**config.mk**
```make
export PLATFORM = sky130hd
export DESIGN_NAME = graph_topological_sort
export DESIGN_NICKNAME = d
export VERILOG_FILES = /design/src/rtl/core/gts_pkg.sv /design/src/rtl/core/gts_ram.sv /design/src/rtl/core/graph_topological_sort.sv
export SDC_FILE = /design/constraint.sdc
export NUM_CORES = 2
export LEC_CHECK = 0
export BUFFER_PORTS_ARGS = -buffer_cell sky130_fd_sc_hd__buf_4
export CELL_PAD_IN_SITES_DETAIL_PLACEMENT = 1
export CELL_PAD_IN_SITES_GLOBAL_PLACEMENT = 2
export CORE_AREA = 5 5 367 369
export CTS_BUF_LIST = sky130_fd_sc_hd__clkbuf_2
export CTS_CLUSTER_SIZE = 12
export DETAILED_ROUTE_END_ITERATION = 6
export DIE_AREA = 0 0 372 374
export PLACE_DENSITY_LB_ADDON = 0.08
export SYNTH_ARGS = -nofsm -noshare
export SYNTH_HDL_FRONTEND = slang
export SYNTH_SLANG_ARGS = --single-unit
```
**constraint.sdc**
```tcl
create_clock -name clk -period 8.75 [get_ports clk]
set_clock_uncertainty 0.15 [all_clocks]
set_input_delay 0.4375 -clock clk [delete_from_list [all_inputs] [get_ports clk]]
set_output_delay 0.4375 -clock clk [all_outputs]
set_load 0.05 [all_outputs]
```
**src/rtl/core/gts_pkg.sv**
```systemverilog
// ----------------------------------------------------------------------------
// Topological sort package
// Sizes, field widths and command codes shared by the sort engine files.
// ----------------------------------------------------------------------------
`default_nettype none

package gts_pkg;

  localparam int MAX_NODES = 32;
  localparam int MAX_EDGES = 128;

  localparam int NODE_W  = 5;
  localparam int COUNT_W = 6;
  localparam int SLOT_W  = 7;
  localparam int CMD_W   = 2;

  localparam int NODE_AW = $clog2(MAX_NODES);
  localparam int NCNT_W  = $clog2(MAX_NODES + 1);
  localparam int EDGE_AW = $clog2(MAX_EDGES);
  localparam int ETOT_W  = $clog2(MAX_EDGES + 1);
  localparam int DEG_W   = $clog2(MAX_EDGES + 1);
  localparam int EDGE_DW = 2 * NODE_W;

  typedef enum logic [CMD_W-1:0] {
    CMD_CLEAR  = 2'd0,
    CMD_APPEND = 2'd1,
    CMD_SORT   = 2'd2,
    CMD_NONE   = 2'd3
  } command_t;

endpackage

`default_nettype wire

```
**src/rtl/core/gts_ram.sv**
```systemverilog
// ----------------------------------------------------------------------------
// Simple dual-port RAM
// One write port and one read port with registered read data.
// ----------------------------------------------------------------------------
`default_nettype none

module gts_ram #(
  parameter int WIDTH = 8,
  parameter int DEPTH = 32,
  parameter int AW    = $clog2(DEPTH)
) (
  input  wire logic             clk,
  input  wire logic             we,
  input  wire logic [AW-1:0]    waddr,
  input  wire logic [WIDTH-1:0] wdata,
  input  wire logic             re,
  input  wire logic [AW-1:0]    raddr,
  output logic      [WIDTH-1:0] rdata
);

  logic [WIDTH-1:0] mem [DEPTH];

  always_ff @(posedge clk) begin
    if (we) begin
      mem[waddr] <= wdata;
    end
  end

  always_ff @(posedge clk) begin
    if (re) begin
      rdata <= mem[raddr];
    end
  end

endmodule

`default_nettype wire

```
**src/rtl/core/graph_topological_sort.sv**
```systemverilog
// ----------------------------------------------------------------------------
// Graph topological sort
// Kahn sort over an edge table held in RAM, with indegree and queue RAMs.
// ----------------------------------------------------------------------------
// Clear and append are taken in the idle state; an append result appears next
// cycle. A sort clears the indegree RAM, counts indegrees over the edge table,
// queues the nodes of indegree zero, then for each ordered node walks the whole
// edge table through the one read port of the edge RAM. One request is processed
// at a time. Reset empties the edge table and the output register; the RAMs are
// not cleared, as every entry is written first.
// ----------------------------------------------------------------------------
`default_nettype none

module graph_topological_sort (
  input  wire logic                        clk,
  input  wire logic                        rst,
  input  wire logic                        in_valid,
  output logic                             in_stall,
  input  wire logic [gts_pkg::CMD_W-1:0]   command,
  input  wire logic [gts_pkg::NODE_W-1:0]  from_node,
  input  wire logic [gts_pkg::NODE_W-1:0]  to_node,
  input  wire logic [gts_pkg::COUNT_W-1:0] node_count,
  output logic                             out_valid,
  input  wire logic                        out_stall,
  output logic      [gts_pkg::NODE_W-1:0]  sorted_node,
  output logic      [gts_pkg::COUNT_W-1:0] order_number,
  output logic      [gts_pkg::SLOT_W-1:0]  edge_slot,
  output logic                             is_status,
  output logic                             cycle_found,
  output logic                             table_full,
  output logic                             last
);

  import gts_pkg::*;

  typedef enum logic [3:0] {
    S_IDLE, S_CLR, S_CNT_RD, S_CNT_EDGE, S_CNT_WR, S_SCAN_RD, S_SCAN_CHK,
    S_DQ, S_DQ_DATA, S_EMIT, S_W_RD, S_W_EDGE, S_W_DEG, S_FIN
  } state_t;

  state_t               state;
  logic [ETOT_W-1:0]    edge_total;
  logic [ETOT_W-1:0]    cnt_e;
  logic [NCNT_W-1:0]    cnt_n;
  logic [NCNT_W-1:0]    n_sat;
  logic [NCNT_W-1:0]    head;
  logic [NCNT_W-1:0]    tail;
  logic [NCNT_W-1:0]    done;
  logic [NODE_W-1:0]    u_node;
  logic [NODE_W-1:0]    e_tgt;

  logic                 e_we, e_re;
  logic [EDGE_AW-1:0]   e_waddr, e_raddr;
  logic [EDGE_DW-1:0]   e_wdata, e_rdata;
  logic                 d_we, d_re;
  logic [NODE_AW-1:0]   d_waddr, d_raddr;
  logic [DEG_W-1:0]     d_wdata, d_rdata;
  logic                 q_we, q_re;
  logic [NODE_AW-1:0]   q_waddr, q_raddr;
  logic [NODE_W-1:0]    q_wdata, q_rdata;

  logic                 out_free;
  logic                 accept;
  logic                 load_out;
  logic [NODE_W-1:0]    r_src, r_tgt;
  logic [NCNT_W-1:0]    cnt_sat;

  assign out_free = !out_valid || !out_stall;
  assign in_stall = (state != S_IDLE) || !out_free;
  assign accept   = in_valid && !in_stall;
  assign load_out = ((state == S_IDLE) && accept && (command == CMD_APPEND)) ||
                    (((state == S_EMIT) || (state == S_FIN)) && out_free);
  assign r_src    = e_rdata[EDGE_DW-1:NODE_W];
  assign r_tgt    = e_rdata[NODE_W-1:0];
  assign cnt_sat  = (NCNT_W'(node_count) > NCNT_W'(MAX_NODES)) ? NCNT_W'(MAX_NODES)
                                                              : NCNT_W'(node_count);

  gts_ram #(.WIDTH(EDGE_DW), .DEPTH(MAX_EDGES)) u_edge_ram (
    .clk(clk), .we(e_we), .waddr(e_waddr), .wdata(e_wdata),
    .re(e_re), .raddr(e_raddr), .rdata(e_rdata)
  );

  gts_ram #(.WIDTH(DEG_W), .DEPTH(MAX_NODES)) u_deg_ram (
    .clk(clk), .we(d_we), .waddr(d_waddr), .wdata(d_wdata),
    .re(d_re), .raddr(d_raddr), .rdata(d_rdata)
  );

  gts_ram #(.WIDTH(NODE_W), .DEPTH(MAX_NODES)) u_queue_ram (
    .clk(clk), .we(q_we), .waddr(q_waddr), .wdata(q_wdata),
    .re(q_re), .raddr(q_raddr), .rdata(q_rdata)
  );

  always_comb begin
    e_we    = 1'b0;
    e_waddr = edge_total[EDGE_AW-1:0];
    e_wdata = {from_node, to_node};
    e_re    = 1'b0;
    e_raddr = cnt_e[EDGE_AW-1:0];
    d_we    = 1'b0;
    d_waddr = e_tgt[NODE_AW-1:0];
    d_wdata = '0;
    d_re    = 1'b0;
    d_raddr = r_tgt[NODE_AW-1:0];
    q_we    = 1'b0;
    q_waddr = tail[NODE_AW-1:0];
    q_wdata = e_tgt;
    q_re    = 1'b0;
    q_raddr = head[NODE_AW-1:0];
    unique case (state)
      S_IDLE: begin
        e_we = accept && (command == CMD_APPEND) &&
               (edge_total < ETOT_W'(MAX_EDGES));
      end
      S_CLR: begin
        d_we    = 1'b1;
        d_waddr = cnt_n[NODE_AW-1:0];
      end
      S_CNT_RD, S_W_RD: begin
        e_re = (cnt_e != edge_total);
      end
      S_CNT_EDGE: begin
        d_re = (NCNT_W'(r_src) < n_sat) && (NCNT_W'(r_tgt) < n_sat);
      end
      S_W_EDGE: begin
        d_re = (r_src == u_node) && (NCNT_W'(r_tgt) < n_sat);
      end
      S_CNT_WR: begin
        d_we    = 1'b1;
        d_wdata = d_rdata + DEG_W'(1);
      end
      S_SCAN_RD: begin
        d_re    = (cnt_n != n_sat);
        d_raddr = cnt_n[NODE_AW-1:0];
      end
      S_SCAN_CHK: begin
        q_we    = (d_rdata == '0) && (tail < NCNT_W'(MAX_NODES));
        q_wdata = NODE_W'(cnt_n);
      end
      S_DQ: begin
        q_re = (head < tail);
      end
      S_W_DEG: begin
        d_we    = (d_rdata != '0);
        d_wdata = d_rdata - DEG_W'(1);
        q_we    = (d_rdata == DEG_W'(1)) && (tail < NCNT_W'(MAX_NODES));
      end
      S_DQ_DATA, S_EMIT, S_FIN: begin
      end
      default: begin
      end
    endcase
  end

  always_ff @(posedge clk) begin
    if (rst) begin
      state      <= S_IDLE;
      out_valid  <= 1'b0;
      edge_total <= '0;
    end else begin
      if (load_out) begin
        out_valid <= 1'b1;
      end else if (!out_stall) begin
        out_valid <= 1'b0;
      end
      unique case (state)
        S_IDLE: begin
          if (accept) begin
            unique case (command)
              CMD_CLEAR: begin
                edge_total <= '0;
              end
              CMD_APPEND: begin
                sorted_node  <= '0;
                order_number <= '0;
                is_status    <= 1'b1;
                cycle_found  <= 1'b0;
                last         <= 1'b1;
                if (edge_total < ETOT_W'(MAX_EDGES)) begin
                  edge_slot  <= edge_total[SLOT_W-1:0];
                  table_full <= 1'b0;
                  edge_total <= edge_total + ETOT_W'(1);
                end else begin
                  edge_slot  <= '0;
                  table_full <= 1'b1;
                end
              end
              CMD_SORT: begin
                n_sat <= cnt_sat;
                cnt_n <= '0;
                head  <= '0;
                tail  <= '0;
                done  <= '0;
                state <= S_CLR;
              end
              default: begin
              end
            endcase
          end
        end
        S_CLR: begin
          if (cnt_n == NCNT_W'(MAX_NODES - 1)) begin
            cnt_e <= '0;
            state <= S_CNT_RD;
          end else begin
            cnt_n <= cnt_n + NCNT_W'(1);
          end
        end
        S_CNT_RD: begin
          if (cnt_e == edge_total) begin
            cnt_n <= '0;
            state <= S_SCAN_RD;
          end else begin
            state <= S_CNT_EDGE;
          end
        end
        S_CNT_EDGE: begin
          e_tgt <= r_tgt;
          if ((NCNT_W'(r_src) < n_sat) && (NCNT_W'(r_tgt) < n_sat)) begin
            state <= S_CNT_WR;
          end else begin
            cnt_e <= cnt_e + ETOT_W'(1);
            state <= S_CNT_RD;
          end
        end
        S_CNT_WR: begin
          cnt_e <= cnt_e + ETOT_W'(1);
          state <= S_CNT_RD;
        end
        S_SCAN_RD: begin
          state <= (cnt_n == n_sat) ? S_DQ : S_SCAN_CHK;
        end
        S_SCAN_CHK: begin
          if ((d_rdata == '0) && (tail < NCNT_W'(MAX_NODES))) begin
            tail <= tail + NCNT_W'(1);
          end
          cnt_n <= cnt_n + NCNT_W'(1);
          state <= S_SCAN_RD;
        end
        S_DQ: begin
          if (head < tail) begin
            head  <= head + NCNT_W'(1);
            state <= S_DQ_DATA;
          end else begin
            state <= S_FIN;
          end
        end
        S_DQ_DATA: begin
          u_node <= q_rdata;
          state  <= S_EMIT;
        end
        S_EMIT: begin
          if (out_free) begin
            sorted_node  <= u_node;
            order_number <= COUNT_W'(done) + COUNT_W'(1);
            edge_slot    <= '0;
            is_status    <= 1'b0;
            cycle_found  <= 1'b0;
            table_full   <= 1'b0;
            last         <= 1'b0;
            done         <= done + NCNT_W'(1);
            cnt_e        <= '0;
            state        <= S_W_RD;
          end
        end
        S_W_RD: begin
          state <= (cnt_e == edge_total) ? S_DQ : S_W_EDGE;
        end
        S_W_EDGE: begin
          e_tgt <= r_tgt;
          if ((r_src == u_node) && (NCNT_W'(r_tgt) < n_sat)) begin
            state <= S_W_DEG;
          end else begin
            cnt_e <= cnt_e + ETOT_W'(1);
            state <= S_W_RD;
          end
        end
        S_W_DEG: begin
          if ((d_rdata == DEG_W'(1)) && (tail < NCNT_W'(MAX_NODES))) begin
            tail <= tail + NCNT_W'(1);
          end
          cnt_e <= cnt_e + ETOT_W'(1);
          state <= S_W_RD;
        end
        S_FIN: begin
          if (out_free) begin
            sorted_node  <= '0;
            order_number <= COUNT_W'(done);
            edge_slot    <= '0;
            is_status    <= 1'b1;
            cycle_found  <= (done != n_sat);
            table_full   <= 1'b0;
            last         <= 1'b1;
            state        <= S_IDLE;
          end
        end
        default: begin
          state <= S_IDLE;
        end
      endcase
    end
  end

endmodule

`default_nettype wire

```
==> Word level (Yosys, flattened, before mapping) <==
Memories as Yosys holds them, arrays and structs flattened. A register that Yosys moved wholly into a read port is not among the register bits.
Index checks and enable logic that the tools add are counted.
W data, S select, Z words.
{ "totals": {"output_inout_bits": 24, "in_bits": 22, "regBits": 82, "n_memories": 3, "ramBits": 1696} }
{ "mem_list": {"columns": ["name", "words", "width", "read_ports", "rd_ports_with_merged_regs", "wr", "line_no", "source"], "rows": [
  ["u_edge_ram.mem", 128, 10, 1, 1, 1, "gts_ram.sv:21", "logic [WIDTH-1:0] mem [DEPTH];"],
  ["u_deg_ram.mem", 32, 8, 1, 1, 1, "gts_ram.sv:21", null],
  ["u_queue_ram.mem", 32, 5, 1, 1, 1, "gts_ram.sv:21", null]
]} }
{ "classes": {"reduce_logical": 48, "n_mux": 76, "eq_ne": 39, "addsub": 8, "order_cmp": 6, "bitwise_logic": 1} }
{ "ops": {"columns": ["op", "count"], "rows": [
  ["$mux W6", 11],
  ["$pmux W4 S14", 1],
  ["$mux W8", 5],
  ["$pmux W8 S5", 1],
  ["$pmux W6 S3", 2],
  ["$mux W5", 7],
  ["$pmux W8 S2", 2],
  ["$mux W7", 4],
  ["$add A6 B1 Y6 const B", 4],
  ["$add A8 B1 Y8 const B", 3],
  ["$eq A4 B4 Y1 const B", 6],
  ["$mux W4", 6],
  ["$pmux W6 S2", 2],
  ["$pmux W6 S4", 1],
  ["$reduce_and A6 Y1", 4],
  ["$mux W1", 22],
  ["$ne A2 B2 Y1 const B", 11],
  ["$reduce_and A5 Y1", 4],
  ["$eq A4 B3 Y1 const B", 4],
  ["$pmux W5 S3", 1],
  ["$pmux W7 S2", 1],
  ["$lt A5 B6 Y1", 2],
  ["$mux W3", 4],
  ["$ne A6 B6 Y1", 2],
  ["33 further kinds", 68]
]} }

==> Longest topological paths before layout <==
{ "depth": {"depth_word": 11, "depth_mapped": 11, "depth_no_buf": 8} }

==> Hierarchy <==
From an unflattened synthesis, not the netlist that was laid out.
{ "unflattened": {"hier_cells": 3175, "hier_area_um2": 70974.3} }
{ "modules_own_cells": {"columns": ["module", "cells_each", "area_per_inst_um2", "seq_area_each_um2", "instances"], "rows": [
  ["gts_ram (u_edge_ram)", 1998, 49454.9, 38737.2, 1],
  ["gts_ram (u_deg_ram)", 417, 10133.5, 7927.6, 1],
  ["gts_ram (u_queue_ram)", 277, 6394.9, 4954.8, 1],
  ["graph_topological_sort", 483, 4991.0, 2332.2, 1]
]} }

==> Least setup slack after synthesis <==
Ideal clock, no wire load.
{ "synth_path": {"path_kind": "reg2reg", "from": "reg state[3]", "to": "reg cycle_found (enable)", "setup_slack_ps": 4844, "path_stages_with_launch": 6, "arrival_ps": 3300, "setup_time_ps": 456, "path_buffers": 1, "path_cell_list": "dfxtp_1 -> buf_2 -> or4_4 -> nor2_1 -> a21oi_1 -> a2111oi_0"} }
{ "synth_via": {"elab_chain_cells": 6} }
{ "synth_lines": {"columns": ["element", "line_no", "source"], "rows": [
  ["from (decl)", "graph_topological_sort.sv:41", "state_t state;"],
  ["from (signal assigned)", "graph_topological_sort.sv:230", "state <= (cnt_n == n_sat) ? S_DQ : S_SCAN_CHK;"],
  ["from (signal assigned)", "graph_topological_sort.sv:266", "state <= (cnt_e == edge_total) ? S_DQ : S_W_EDGE;"],
  ["$reduce_bool A4 Y1", "graph_topological_sort.sv:69", "assign in_stall = (state != S_IDLE) || !out_free;"],
  ["$logic_or A1 B1 Y1", "graph_topological_sort.sv:69", null],
  ["$logic_not A1 Y1", "graph_topological_sort.sv:70", "assign accept = in_valid && !in_stall;"],
  ["$logic_and A1 B1 Y1", "graph_topological_sort.sv:70", null],
  ["$ne A2 B2 Y1 (no line)", null, null],
  ["$reduce_and A6 Y1 (no line) (*)", null, null],
  ["to (signal assigned)", "graph_topological_sort.sv:290", "cycle_found <= (done != n_sat);"],
  ["to (decl)", "graph_topological_sort.sv:29", "output logic cycle_found,"]
]} }
Mark *: on every way between the ends. The rest lies on a longest branch, timed or not.
A chain may end at the register's enable or synchronous reset.

==> Final worst setup path <==
{ "layout_path": {"from": "reg state[0]", "to": "mem u_edge_ram.mem[44][4] (netlist bit) (enable)"} }
{ "layout_via": {"elab_chain_cells": 9} }
{ "layout_lines": {"columns": ["element", "line_no", "source"], "rows": [
  ["$reduce_bool A4 Y1", "graph_topological_sort.sv:69", null],
  ["$logic_or A1 B1 Y1", "graph_topological_sort.sv:69", null],
  ["$logic_not A1 Y1", "graph_topological_sort.sv:70", null],
  ["$logic_and A1 B1 Y1", "graph_topological_sort.sv:70", null],
  ["$logic_and A1 B1 Y1 (2 in series)", "graph_topological_sort.sv:111", "e_we = accept && (command == CMD_APPEND) &&"],
  ["$mux W1 (*)", "graph_topological_sort.sv:109", "unique case (state)"],
  ["$mux W1 (*)", "gts_ram.sv:24", "if (we) begin"],
  ["$mux W1 (not written as such) (*)", "gts_ram.sv:25", "mem[waddr] <= wdata;"],
  ["to (decl)", "gts_ram.sv:21", null]
]} }
Marked as above.

==> flow_summary.toml <==
[outcome]
outcome = "completed"

[clocking]
cts.sinks = 1801
postCtsHoldBufs = 75
root_buffer = "clkbuf_2"
htreeDepth = 5
cts_resized = 0
clock_path_buffers = 4
cts_setup_buffers = 0
cts_tree = "built"
clkLatencyLatePin_ps = 1760
clk_pin_slew_worst_paths_ps = 110
numCtsBuffers = 447

[sta]
period_needed_ps = 4940
min_period_over_period_pct = 56.4
setup_violations = 0
setup_tns_ps = 0
slew_viol_final = 0
hold_viol_final = 0
tightest_slew_ps = 1420
rsz0062_at_grt = "no"
max_slew_margin_pct = 4.08
max_freq_mhz = 203

[final_layout]
drive_above_1_share_pct = 25.0
nNetsFinal = 4180
finalNonFillerCells = 6188
stdcell_area_um2 = 78100
syn2layout_area_growth_pct = 9.27
utilization_pct = 59.7

[worst_hold_path]
hold_class = "input pin to flop"
hold_start = "from_node[4]"

[worst_setup_path]
critPathArrivalTime_ps = 6050
worstPathMaxFanout = 25
critPathRequiredTime_ps = 9860
critical_path_class = "flop to flop"
worstReg2RegStart = "state[0]"
startpoint = "state[0]"
cp-start-kind = "flop"
crit_path_end_kind = "flop"

[routing]
antenna_left = 0
route.detailed.drc = 0
drt_iter0_markers = 3780
drt_wl_total_um = 192000
dr.pass1.iters = 5
viasPerCell = 6.27
vias = 38800
wl_per_cell_um = 31.0

[global_route]
antenna_found_initial = 9
met1_usage_pct = 40.0
use_met3_pct = 6.09
grt_busiest_layer = "met2"
grt_max_degree = 98
grt_first_pass_wirelength_um = 281000
grt-ovfl-total = 0
grt_pass1_vias = 41000
use_met2_pct = 43.5
grt_util_all_layers_pct = 27.8

[place]
place.gp.congestion = 0.819
dp_cells = 5363
placed_cell_area_um2 = 73600
io_buffers = 45
hpwlAfterDp_um = 116000

[synth]
synth.most_common_cell = "edfxtp_1"
avgSynthCellArea_um2 = 19.3
netlist_instances = 3700
synth.top_cells.by_area = "edfxtp_1, mux4_2, mux2i_1, nor2_1, a22oi_1"
synth_nets = 3748
synth_top_cell_by_area = "edfxtp_1"
ys_seq_elements = 1801
syn_area_um2 = 71500
synth-main-ff-cell = "edfxtp_1"
synth.distinct_cells = 69
yosys.area.top_type_share_pct = 75.1
yosysWarnings = 0
synth_common_cells = "edfxtp_1, mux4_2, nor2_1, mux2i_1, a22oi_1"
async_flop_share_pct = 0
synth_edf_count = 1788
yosysSeqAreaShare_pct = 75.5

[floorplanning]
boundaryPins = 46
dieArea_um2 = 139000
start_util_pct = 54.7
rows = 133
die_h_um = 374
core_area_um2 = 131000
die_w_um = 372

[power_and_ir_drop]
finalPower_mw = 15.1
peakVddDrop_mv = 0.148
powerDensity_nw_per_um2 = 193
p_leak_nw = 25.3

[run]
cap_violations = 0
==> flip-flops by register name (all words and copies together) (netlist names), 6 cells and up <==
register          cells
u_edge_ram.rdata     10
edge_slot             7
u_queue_ram.mem     160
u_deg_ram.mem       256
order_number          6
u_deg_ram.rdata       8
edge_total            8
cnt_e                 8
n_sat                 6
done                  6
head                  6
u_edge_ram.mem     1280
tail                  6
cnt_n                 6
==> worst max-delay path, stage by stage (launching register included) <==
cell and delay [ps]:
dfxtp_1 590, or4_4 670, nor3b_2 240, dlygate4sd3_1 660, nand2_1 120, nor2_4 180
nand2_2 620, nor2_1 1160
==> metrics by stage <==
| step | hold WS [ps] | setup slack, ps |
|---|---|---|
| after floorplan | 250 | 4840 |
| after global placement | 276 | 4070 |
| after detailed placement | 265 | 3930 |
| after CTS | 0.873 | 3910 |
| after global routing | 109 | 3670 |
| final | 268 | 3810 |
==> cells by family (layout without fill, tap and decap cells) <==
kind of cell    count (synthesis)  in the layout  synth area share [%]
simple gates                  592            592                  3.80
mux                           606            606                  14.1
buf+inv                       224            948                  1.63
xor+xnor                       55             55                 0.674
flops                        1801           1801                  75.5
compound gates                396            396                  3.91
other cells                     0              9                     0
fa+ha+maj                      26             26                 0.455
==> where the power goes <==
part	leakage, nW	switching, mW	total, mW	internal (mW)
logic	6.46	0.304	0.458	0.154
clock network	2.76	3.28	5.13	1.85
registers	16.1	0.0207	9.47	9.45
total	25.3	3.61	15.1	11.4
==> placed cells by master, fill, tap and decap left out, types with 10 or more instances in the layout <==
master,synthesis,final
dfxtp_1,13,13
o21ai_0,24,21
a22o_1,16,16
o221ai_1,19,19
nand3b_1,10,10
clkinv_1,1,123
o22ai_1,39,38
a22oi_1,112,112
a2111oi_0,19,17
xnor2_1,34,34
a211oi_1,23,23
nor2b_1,25,23
inv_1,22,22
nand4_1,12,12
mux2i_1,272,271
nor4_1,15,12
clkbuf_2,0,604
a21oi_1,74,72
edfxtp_1,1788,1788
nand3_1,53,53
nand2_1,87,81
and2_1,22,22
clkinv_2,0,14
a21o_1,10,10
dlygate4sd3_1,0,65
buf_4,29,103
mux2_2,17,17
nand2b_1,18,18
nor2_1,292,287
xor2_1,21,21
nor3_1,31,31
ha_1,26,26
mux4_2,317,317
==> per-layer routing <==
metal	share of wire (%)	routed length [um]	vias up
met5	0.014	27	-
met3	8.0	15300	307
met2	48	92300	1844
li1	-	-	16200
met1	42	79900	20400
met4	2.3	4460	4
==> worst paths after layout <==
kind	end	slack (ps)	cells past startpoint
worst min-delay path	u_edge_ram.mem[83][9]	270	4
worst max-delay path	u_edge_ram.mem[44][4]	3810	7
worst min register to register	u_node[4]	280	0
worst max register to register	u_edge_ram.mem[44][4]	3810	7
==> cell type report <==
type	instances	area [um2]
multi-input cells	1675	16500
repair buffers	184	1800
diodes	9	22.5
inverters	23	86.3
clock inverters	137	532
clock buffers	604	3020
well taps	1755	2200
fillers	11600	52700
flip-flops and latches	1801	54000
(Power assumes the default switching activity.)
